[src/rtl/kfade_pkg.sv]
// shared constants, opcodes, state type and controller/datapath interface structs
package kfade_pkg;

    // field and arithmetic widths
    localparam int TIME_BITS   = 32;
    localparam int FRAC_BITS   = 16;
    localparam int COLOR_BITS  = 8;
    localparam int CHANNELS    = 3;
    localparam int CHAN_BITS   = 2;
    localparam int QUO_BITS    = COLOR_BITS + FRAC_BITS;
    localparam int SPEED_BITS  = QUO_BITS + 1;
    localparam int CNT_BITS    = $clog2(QUO_BITS);
    localparam int PROD_BITS   = QUO_BITS + TIME_BITS;
    localparam int SAT_SHIFT   = FRAC_BITS + 10;
    localparam int TOTAL_BITS  = SAT_SHIFT + 2;
    localparam int S_DATA_BITS = 88;
    localparam int M_DATA_BITS = 32;

    localparam logic [COLOR_BITS-1:0] THRESH_RESET = 8'd16;
    localparam logic [CHAN_BITS-1:0]  CHAN_LAST    = CHAN_BITS'(CHANNELS - 1);
    localparam logic [CNT_BITS-1:0]   DIV_LAST     = CNT_BITS'(QUO_BITS - 1);

    // products above 1024 color units saturate by sign
    localparam logic [PROD_BITS-1:0]  SAT_LIMIT    = PROD_BITS'(1) << SAT_SHIFT;

    // opcodes carried in s_tuser
    localparam logic [1:0] OP_TICK   = 2'd0;
    localparam logic [1:0] OP_LOAD   = 2'd1;
    localparam logic [1:0] OP_COMMIT = 2'd2;

    typedef logic [COLOR_BITS-1:0] color_t;

    typedef enum logic [3:0] {
        ST_IDLE,
        ST_DECODE,
        ST_LOAD,
        ST_DIV_INIT,
        ST_DIV,
        ST_DIV_STORE,
        ST_TICK,
        ST_MUL,
        ST_ACC,
        ST_TICK_END,
        ST_COMMIT,
        ST_RESULT
    } kfade_state_t;

    // commands from controller to datapath
    typedef struct packed {
        logic capture;
        logic load;
        logic div_init;
        logic div_step;
        logic div_store;
        logic tick_reach;
        logic tick_start;
        logic mul;
        logic acc;
        logic tick_end;
        logic commit;
        logic result;
    } kfade_cmd_t;

    // status from datapath to controller
    typedef struct packed {
        logic [1:0] op;
        logic       reached;
        logic       now_ge_target;
        logic       div_last;
        logic       chan_last;
        logic       out_free;
    } kfade_stat_t;

endpackage

[src/rtl/keyframe_rgb_fade_engine_unit.sv]
// top level of the keyframe rgb fade engine: controller and datapath
// a keyframe load sets the speeds with one shared restoring divider, three channels in turn
// a tick uses one 24x32 multiplier, channel by channel, and skips it at or past target
// a waiting result holds off the input until it is taken
// aresetn is synchronous, active low: all fade state zero, threshold 16, no result pending
module keyframe_rgb_fade_engine_unit import kfade_pkg::*; (
    input  logic                   aclk,
    input  logic                   aresetn,
    // input stream
    input  logic                   s_tvalid,
    output logic                   s_tready,
    // elapsed_ms[31:0], key_time_ms[63:32], key_red[71:64], key_green[79:72], key_blue[87:80]
    input  logic [S_DATA_BITS-1:0] s_tdata,
    // opcode[1:0]
    input  logic [1:0]             s_tuser,
    // result stream
    output logic                   m_tvalid,
    input  logic                   m_tready,
    // needs_update[0], past_target[1], out_red[9:2], out_green[17:10], out_blue[25:18]
    output logic [M_DATA_BITS-1:0] m_tdata,
    // threshold write
    input  logic                   cfg_valid,
    output logic                   cfg_ready,
    input  logic [COLOR_BITS-1:0]  cfg_data
);

    kfade_cmd_t  cmd;
    kfade_stat_t stat;

    assign cfg_ready = 1'b1;

    // sequencer
    kfade_ctrl u_ctrl (
        .aclk     (aclk),
        .aresetn  (aresetn),
        .s_tvalid (s_tvalid),
        .s_tready (s_tready),
        .stat     (stat),
        .cmd      (cmd)
    );

    // arithmetic and state
    kfade_dp u_dp (
        .aclk      (aclk),
        .aresetn   (aresetn),
        .cmd       (cmd),
        .stat      (stat),
        .s_tdata   (s_tdata),
        .s_tuser   (s_tuser),
        .cfg_valid (cfg_valid),
        .cfg_data  (cfg_data),
        .m_tready  (m_tready),
        .m_tvalid  (m_tvalid),
        .m_tdata   (m_tdata)
    );

endmodule

[src/rtl/kfade_ctrl.sv]
// sequencing state machine for load, tick and commit words
module kfade_ctrl import kfade_pkg::*; (
    input  logic        aclk,
    input  logic        aresetn,
    input  logic        s_tvalid,
    output logic        s_tready,
    input  kfade_stat_t stat,
    output kfade_cmd_t  cmd
);

    kfade_state_t state_reg, state_next;

    // state register
    always_ff @(posedge aclk) begin
        if (!aresetn) begin
            state_reg <= ST_IDLE;
        end else begin
            state_reg <= state_next;
        end
    end

    // next state
    always_comb begin
        state_next = state_reg;
        unique case (state_reg)
            ST_IDLE: begin
                if (s_tvalid) state_next = ST_DECODE;
            end
            ST_DECODE: begin
                priority case (stat.op)
                    OP_LOAD:   state_next = ST_LOAD;
                    OP_TICK:   state_next = ST_TICK;
                    OP_COMMIT: state_next = ST_COMMIT;
                    default:   state_next = ST_RESULT;
                endcase
            end
            ST_LOAD:      state_next = ST_DIV_INIT;
            ST_DIV_INIT:  state_next = ST_DIV;
            ST_DIV: begin
                if (stat.div_last) state_next = ST_DIV_STORE;
            end
            ST_DIV_STORE: begin
                state_next = stat.chan_last ? ST_RESULT : ST_DIV_INIT;
            end
            ST_TICK: begin
                if (stat.reached || stat.now_ge_target) state_next = ST_RESULT;
                else state_next = ST_MUL;
            end
            ST_MUL:       state_next = ST_ACC;
            ST_ACC: begin
                state_next = stat.chan_last ? ST_TICK_END : ST_MUL;
            end
            ST_TICK_END:  state_next = ST_RESULT;
            ST_COMMIT:    state_next = ST_RESULT;
            ST_RESULT: begin
                if (stat.out_free) state_next = ST_IDLE;
            end
            default:      state_next = ST_IDLE;
        endcase
    end

    // command outputs
    always_comb begin
        cmd      = '0;
        s_tready = 1'b0;
        unique case (state_reg)
            ST_IDLE: begin
                s_tready    = 1'b1;
                cmd.capture = s_tvalid;
            end
            ST_LOAD:      cmd.load      = 1'b1;
            ST_DIV_INIT:  cmd.div_init  = 1'b1;
            ST_DIV:       cmd.div_step  = 1'b1;
            ST_DIV_STORE: cmd.div_store = 1'b1;
            ST_TICK: begin
                if (!stat.reached) begin
                    cmd.tick_reach = stat.now_ge_target;
                    cmd.tick_start = !stat.now_ge_target;
                end
            end
            ST_MUL:       cmd.mul      = 1'b1;
            ST_ACC:       cmd.acc      = 1'b1;
            ST_TICK_END:  cmd.tick_end = 1'b1;
            ST_COMMIT:    cmd.commit   = 1'b1;
            ST_RESULT:    cmd.result   = stat.out_free;
            default:      cmd          = '0;
        endcase
    end

endmodule

[src/rtl/kfade_dp.sv]
// fade datapath: keyframe state, serial divider, multiplier, saturation, output register
module kfade_dp import kfade_pkg::*; (
    input  logic                   aclk,
    input  logic                   aresetn,
    input  kfade_cmd_t             cmd,
    output kfade_stat_t            stat,
    input  logic [S_DATA_BITS-1:0] s_tdata,
    input  logic [1:0]             s_tuser,
    input  logic                   cfg_valid,
    input  logic [COLOR_BITS-1:0]  cfg_data,
    input  logic                   m_tready,
    output logic                   m_tvalid,
    output logic [M_DATA_BITS-1:0] m_tdata
);

    // captured input word
    logic [1:0]           op_reg;
    logic [TIME_BITS-1:0] now_reg;
    logic [TIME_BITS-1:0] key_time_reg;
    color_t               key_color_reg [CHANNELS];

    // fade state
    logic [COLOR_BITS-1:0]        thresh_reg;
    logic [TIME_BITS-1:0]         prev_time_reg, target_time_reg;
    color_t                       prev_color_reg   [CHANNELS];
    color_t                       target_color_reg [CHANNELS];
    color_t                       shown_reg        [CHANNELS];
    color_t                       expected_reg     [CHANNELS];
    logic signed [SPEED_BITS-1:0] speed_reg        [CHANNELS];
    logic                         reached_reg, refresh_reg;

    // working registers
    logic [CHAN_BITS-1:0] chan_reg;
    logic [TIME_BITS-1:0] left_reg;
    logic [TIME_BITS-1:0] rem_reg;
    logic [QUO_BITS-1:0]  quo_reg;
    logic [CNT_BITS-1:0]  cnt_reg;
    logic                 div_neg_reg;
    logic                 dneg_reg;
    logic [TIME_BITS-1:0] dmag_reg;
    logic [PROD_BITS-1:0] prod_reg;
    logic                 any_reg;

    // output register
    logic                   m_tvalid_reg;
    logic [M_DATA_BITS-1:0] m_tdata_reg;

    // divider step
    logic [TIME_BITS:0] rem_shift;
    logic               div_ge;
    logic [TIME_BITS:0] rem_sub;

    // division setup
    logic [COLOR_BITS:0] color_diff;
    logic [COLOR_BITS:0] color_mag;

    // multiplier operand
    logic [SPEED_BITS-1:0] speed_mag;

    // accumulate and saturate
    logic                         neg_dir;
    logic                         over;
    logic signed [TOTAL_BITS-1:0] base_ext, prod_ext, total;
    color_t                       sat_val;
    logic [COLOR_BITS:0]          shown_diff;
    logic [COLOR_BITS:0]          shown_abs;
    logic                         chan_any;

    // divider step logic
    always_comb begin
        rem_shift = {rem_reg, quo_reg[QUO_BITS-1]};
        rem_sub   = rem_shift - {1'b0, left_reg};
        div_ge    = rem_shift >= {1'b0, left_reg};
    end

    // color difference magnitude for the speed division
    always_comb begin
        color_diff = {1'b0, target_color_reg[chan_reg]} - {1'b0, prev_color_reg[chan_reg]};
        color_mag  = color_diff[COLOR_BITS] ? -color_diff : color_diff;
    end

    // speed magnitude
    always_comb begin
        speed_mag = speed_reg[chan_reg][SPEED_BITS-1] ? -speed_reg[chan_reg] : speed_reg[chan_reg];
    end

    // extrapolated channel value with saturation and threshold check
    always_comb begin
        neg_dir  = speed_reg[chan_reg][SPEED_BITS-1] ^ dneg_reg;
        over     = prod_reg > SAT_LIMIT;
        base_ext = $signed({{(TOTAL_BITS - COLOR_BITS - FRAC_BITS){1'b0}},
                            prev_color_reg[chan_reg], {FRAC_BITS{1'b0}}});
        prod_ext = $signed({1'b0, prod_reg[SAT_SHIFT:0]});
        total    = neg_dir ? (base_ext - prod_ext) : (base_ext + prod_ext);
        priority if (over) begin
            sat_val = neg_dir ? '0 : '1;
        end else if (total[TOTAL_BITS-1]) begin
            sat_val = '0;
        end else if (|total[TOTAL_BITS-2:COLOR_BITS+FRAC_BITS]) begin
            sat_val = '1;
        end else begin
            sat_val = total[COLOR_BITS+FRAC_BITS-1:FRAC_BITS];
        end
        shown_diff = {1'b0, sat_val} - {1'b0, shown_reg[chan_reg]};
        shown_abs  = shown_diff[COLOR_BITS] ? -shown_diff : shown_diff;
        chan_any   = shown_abs > {1'b0, thresh_reg};
    end

    // threshold register
    always_ff @(posedge aclk) begin
        if (!aresetn) begin
            thresh_reg <= THRESH_RESET;
        end else if (cfg_valid) begin
            thresh_reg <= cfg_data;
        end
    end

    // input word capture
    always_ff @(posedge aclk) begin
        if (cmd.capture) begin
            op_reg           <= s_tuser;
            now_reg          <= s_tdata[31:0];
            key_time_reg     <= s_tdata[63:32];
            key_color_reg[0] <= s_tdata[71:64];
            key_color_reg[1] <= s_tdata[79:72];
            key_color_reg[2] <= s_tdata[87:80];
        end
    end

    // keyframe, speed, color and flag state
    always_ff @(posedge aclk) begin
        if (!aresetn) begin
            prev_time_reg   <= '0;
            target_time_reg <= '0;
            reached_reg     <= 1'b0;
            refresh_reg     <= 1'b0;
            for (int c = 0; c < CHANNELS; c++) begin
                prev_color_reg[c]   <= '0;
                target_color_reg[c] <= '0;
                shown_reg[c]        <= '0;
                expected_reg[c]     <= '0;
                speed_reg[c]        <= '0;
            end
        end else begin
            if (cmd.load) begin
                prev_time_reg   <= target_time_reg;
                target_time_reg <= key_time_reg;
                reached_reg     <= 1'b0;
                for (int c = 0; c < CHANNELS; c++) begin
                    prev_color_reg[c]   <= target_color_reg[c];
                    target_color_reg[c] <= key_color_reg[c];
                end
            end
            if (cmd.div_store) begin
                if (left_reg == '0) begin
                    speed_reg[chan_reg] <= '0;
                end else if (div_neg_reg) begin
                    speed_reg[chan_reg] <= -$signed({1'b0, quo_reg});
                end else begin
                    speed_reg[chan_reg] <= $signed({1'b0, quo_reg});
                end
            end
            if (cmd.tick_reach) begin
                reached_reg <= 1'b1;
                refresh_reg <= 1'b1;
            end
            if (cmd.acc) begin
                expected_reg[chan_reg] <= sat_val;
            end
            if (cmd.tick_end) begin
                refresh_reg <= any_reg;
            end
            if (cmd.commit) begin
                refresh_reg <= 1'b0;
                for (int c = 0; c < CHANNELS; c++) begin
                    shown_reg[c] <= expected_reg[c];
                end
            end
        end
    end

    // channel counter
    always_ff @(posedge aclk) begin
        if (!aresetn) begin
            chan_reg <= '0;
        end else if (cmd.load || cmd.tick_start) begin
            chan_reg <= '0;
        end else if (cmd.div_store || cmd.acc) begin
            chan_reg <= chan_reg + 1'b1;
        end
    end

    // time left and restoring divider
    always_ff @(posedge aclk) begin
        if (cmd.load) begin
            left_reg <= (key_time_reg > now_reg) ? (key_time_reg - now_reg) : '0;
        end
        if (cmd.div_init) begin
            rem_reg     <= '0;
            quo_reg     <= {color_mag[COLOR_BITS-1:0], {FRAC_BITS{1'b0}}};
            cnt_reg     <= '0;
            div_neg_reg <= color_diff[COLOR_BITS];
        end else if (cmd.div_step) begin
            rem_reg <= div_ge ? rem_sub[TIME_BITS-1:0] : rem_shift[TIME_BITS-1:0];
            quo_reg <= {quo_reg[QUO_BITS-2:0], div_ge};
            cnt_reg <= cnt_reg + 1'b1;
        end
    end

    // time offset, product and refresh accumulation
    always_ff @(posedge aclk) begin
        if (cmd.tick_start) begin
            dneg_reg <= now_reg < prev_time_reg;
            dmag_reg <= (now_reg < prev_time_reg) ? (prev_time_reg - now_reg)
                                                  : (now_reg - prev_time_reg);
            any_reg  <= 1'b0;
        end else if (cmd.acc) begin
            any_reg <= any_reg | chan_any;
        end
        if (cmd.mul) begin
            prod_reg <= speed_mag[QUO_BITS-1:0] * dmag_reg;
        end
    end

    // output register
    always_ff @(posedge aclk) begin
        if (!aresetn) begin
            m_tvalid_reg <= 1'b0;
        end else if (cmd.result) begin
            m_tvalid_reg <= 1'b1;
        end else if (m_tready) begin
            m_tvalid_reg <= 1'b0;
        end
    end

    always_ff @(posedge aclk) begin
        if (cmd.result) begin
            m_tdata_reg <= {6'd0, expected_reg[2], expected_reg[1], expected_reg[0],
                            reached_reg, refresh_reg};
        end
    end

    // status to controller
    always_comb begin
        stat.op            = op_reg;
        stat.reached       = reached_reg;
        stat.now_ge_target = now_reg >= target_time_reg;
        stat.div_last      = cnt_reg == DIV_LAST;
        stat.chan_last     = chan_reg == CHAN_LAST;
        stat.out_free      = !m_tvalid_reg || m_tready;
    end

    assign m_tvalid = m_tvalid_reg;
    assign m_tdata  = m_tdata_reg;

endmodule

[config.mk]
export PLATFORM = sky130hd
export DESIGN_NAME = keyframe_rgb_fade_engine_unit
export DESIGN_NICKNAME = d
export VERILOG_FILES = /design/src/rtl/kfade_pkg.sv /design/src/rtl/keyframe_rgb_fade_engine_unit.sv /design/src/rtl/kfade_ctrl.sv /design/src/rtl/kfade_dp.sv
export SDC_FILE = /design/constraint.sdc
export NUM_CORES = 2
export LEC_CHECK = 0
export BUFFER_PORTS_ARGS = -buffer_cell sky130_fd_sc_hd__buf_4
export CELL_PAD_IN_SITES_DETAIL_PLACEMENT = 1
export CELL_PAD_IN_SITES_GLOBAL_PLACEMENT = 2
export CORE_MARGIN = 2
export CORE_UTILIZATION = 42
export CTS_CLUSTER_DIAMETER = 50
export DETAILED_ROUTE_END_ITERATION = 7
export PLACE_DENSITY_LB_ADDON = 0.15
export SETUP_SLACK_MARGIN = 0.1
export SLEW_MARGIN = 40
export SYNTH_ARGS = -nofsm -noshare
export SYNTH_HDL_FRONTEND = slang
export SYNTH_SLANG_ARGS = --single-unit
[constraint.sdc]
create_clock -name aclk -period 13.2 [get_ports aclk]
set_input_delay 1.32 -clock aclk [delete_from_list [all_inputs] [get_ports aclk]]
set_output_delay 1.32 -clock aclk [all_outputs]
set_load 0.02 [all_outputs]
==> metrics <==
fmax 0.0902 GHz; hpwl dp 127 mm; clk buf depth 3; via count 39900; EDFF count, synth approximately 440; max FFs per register 100; drt drc 0; first-pass GRT wire length 259 mm; status completed; Post-CTS Resized 0; Worst Clk Skew 0.0398 ns; Hold Path Class reg -> reg; Slew @ Worst Pin 0.849 ns; most used cell, CP fa_1; Startpoint Class register; Row Count 133; Detailed Route Iter0 Violations ~1800; vias in the first global route 43900; Pins Over Slew Limit 0; Hold-fix buffers, CTS 0; Mapped Area 55500 um2; minimum clock period 11.08 ns; Distinct cells, synth 84; critical path buffer and inverter count 4; Synth top cells by count 922 x inv_1, 826 x nand2_1, 665 x fa_1; routed len/inst around 21 um; gp weighted congestion 0.864; period utilization 84.0%; Die Width approximately 370 um; top cells by area, synth fa_1 24%, edfxtp_1 24%, ha_1 8.8%, inv_1 6.2%, nand2_1 5.6%; Core ar. ~130000 um2; Worst setup EP type register; clock-pin slew on the worst setup and hold paths 0.06 ns; antenna viol nets, final 0; register area share after synthesis 28.9%; kind of critical path reg -> reg; final setup violation count 0; drt first pass iters 5; cts bufs inserted 74; root buf cell clkbuf_16; RSZ-0062 raised after global routing false; CP peak stage delay 0.78 ns; required time of the critical path 13.58 ns; area grow syn2layout 10.3%; Arr. time, crit path between 10 and 15 ns; initial antenna violation count 1; # nets final ~6900; setup tns final 0 ns; ys async rst share 0%; Yosys top cell area share 24.0%; Ys Warns 0; Final Hold Vio Count 0; grt ovf 0; H-tree depth 3; delay-heaviest family, CP adder cells; GRT Resource Usage Total 24.6%; worst-skew pair later-pin latency 0.65 ns; top_reg_cell synth edfxtp_1; Die Ht ~370 um; mean post-synth cell area 9.70 um2; largest area contributor in the netlist fa_1; via-per-instance ratio 5.27; I/O pin cnt approximately 140; die area 135000 um2; share of cells above drive strength 1 7.59%; CTS tree done; cells after synthesis 5724; postcts setup bufs 0; #FFs+latches synth 579; routed wire length 163 mm; slowest CP cell dfxtp_4; CTS Sinks 579; largest net degree at the start of global routing between 80 and 90; max-cap check violation count 0; Port-buffer cells 130; CP Max Fanout 34; most common cell in the netlist inv_1; Slew Limit Headroom 42.8%; starting density of the core 42.3%
worst paths after layout:
| check | from | to | slack [ns] | cells after the start |
|---|---|---|---|---|
| setup / recovery | register | u_dp.prod_reg[54] | 2.12 | 31 |
| hold / removal | u_dp.expected_reg[1][5] | u_dp.m_tdata[15] | 0.45 | 0 |
| setup reg to reg | register | u_dp.prod_reg[54] | 2.12 | 31 |
| hold reg to reg | u_dp.expected_reg[1][5] | u_dp.m_tdata[15] | 0.45 | 0 |
cell families after synthesis:
family / synth area share [%]
and+or+nand+nor: 14.8
muxes: 2.08
other: 0.0135
adders and majority gates: 32.8
buffers and inverters: 8.18
xor gates and xnor gates: 3.41
DFF: 28.9
AOI/OAI and AO/OA: 9.86
placed cells by master (no fill, tap or decap), drive strengths merged, types with 15 or more instances in the layout:
master,count
dfxtp,137
a21o,80
nand2,827
nor4,24
nor2,227
ha,391
nor2b,107
fa,665
nor3,64
and2,267
o21ai,185
or4,15
o21bai,39
nand2b,28
nand3,37
a21boi,82
o211ai,16
inv,941
xor2,63
a21oi,241
clkbuf,86
edfxtp,442
mux4,24
clkinv,21
a211oi,20
o21a,35
mux2i,60
a31oi,31
xnor2,152
buf,223
nand4,33
and3,70
o31ai,22
routing by layer:
layer | wire length, um | GRT usage, % | vias up
met5 | 0 | 0 | -
met4 | 3960 | 6.64 | 0
met3 | 4740 | 2.16 | 195
met2 | 78300 | 41.4 | 612
met1 | 75600 | 34.0 | 20500
li1 | - | - | 18600
stage by stage:
stage                     hold slack [ns]  setup slack [ns]  utilization (%)  cells  cell area (um2)
after floorplan                     0.409              3.59                -   5729            55500
after global routing                0.459              1.44             46.6   7578            61200
final                               0.453              2.12             46.6   7579            61200
after detailed placement            0.440              2.07             44.6   7441            58600
after global placement              0.435              2.41             44.6   7441            58500
after CTS                           0.454              2.02             46.6   7577            61200
worst register-to-register path, delay by kind of cell (launching register included):
family / cells / cell delay [ns]
adders and majority gates: 8 / 4.09
and+or+nand+nor: 11 / 2.71
AOI/OAI and AO/OA: 5 / 1.33
DFF: 1 / 0.78
muxes: 1 / 0.74
xor gates and xnor gates: 2 / 0.64
buffers and inverters: 4 / 0.54
cell type report:
type                       instances  area, um2
fill                           14700      70100
multi-input combinational       3961      35300
sequential                       579      16000
inverter                         924       3470
tap                             1755       2200
clock buffer                      86       1950
timing repair buffer             223       1690
clock inverter                    50        642
antenna                            1       2.50
Power is left out: the tool's default activity adds up to more than one toggle a clock period on the data nets, which glitch-free logic cannot reach.
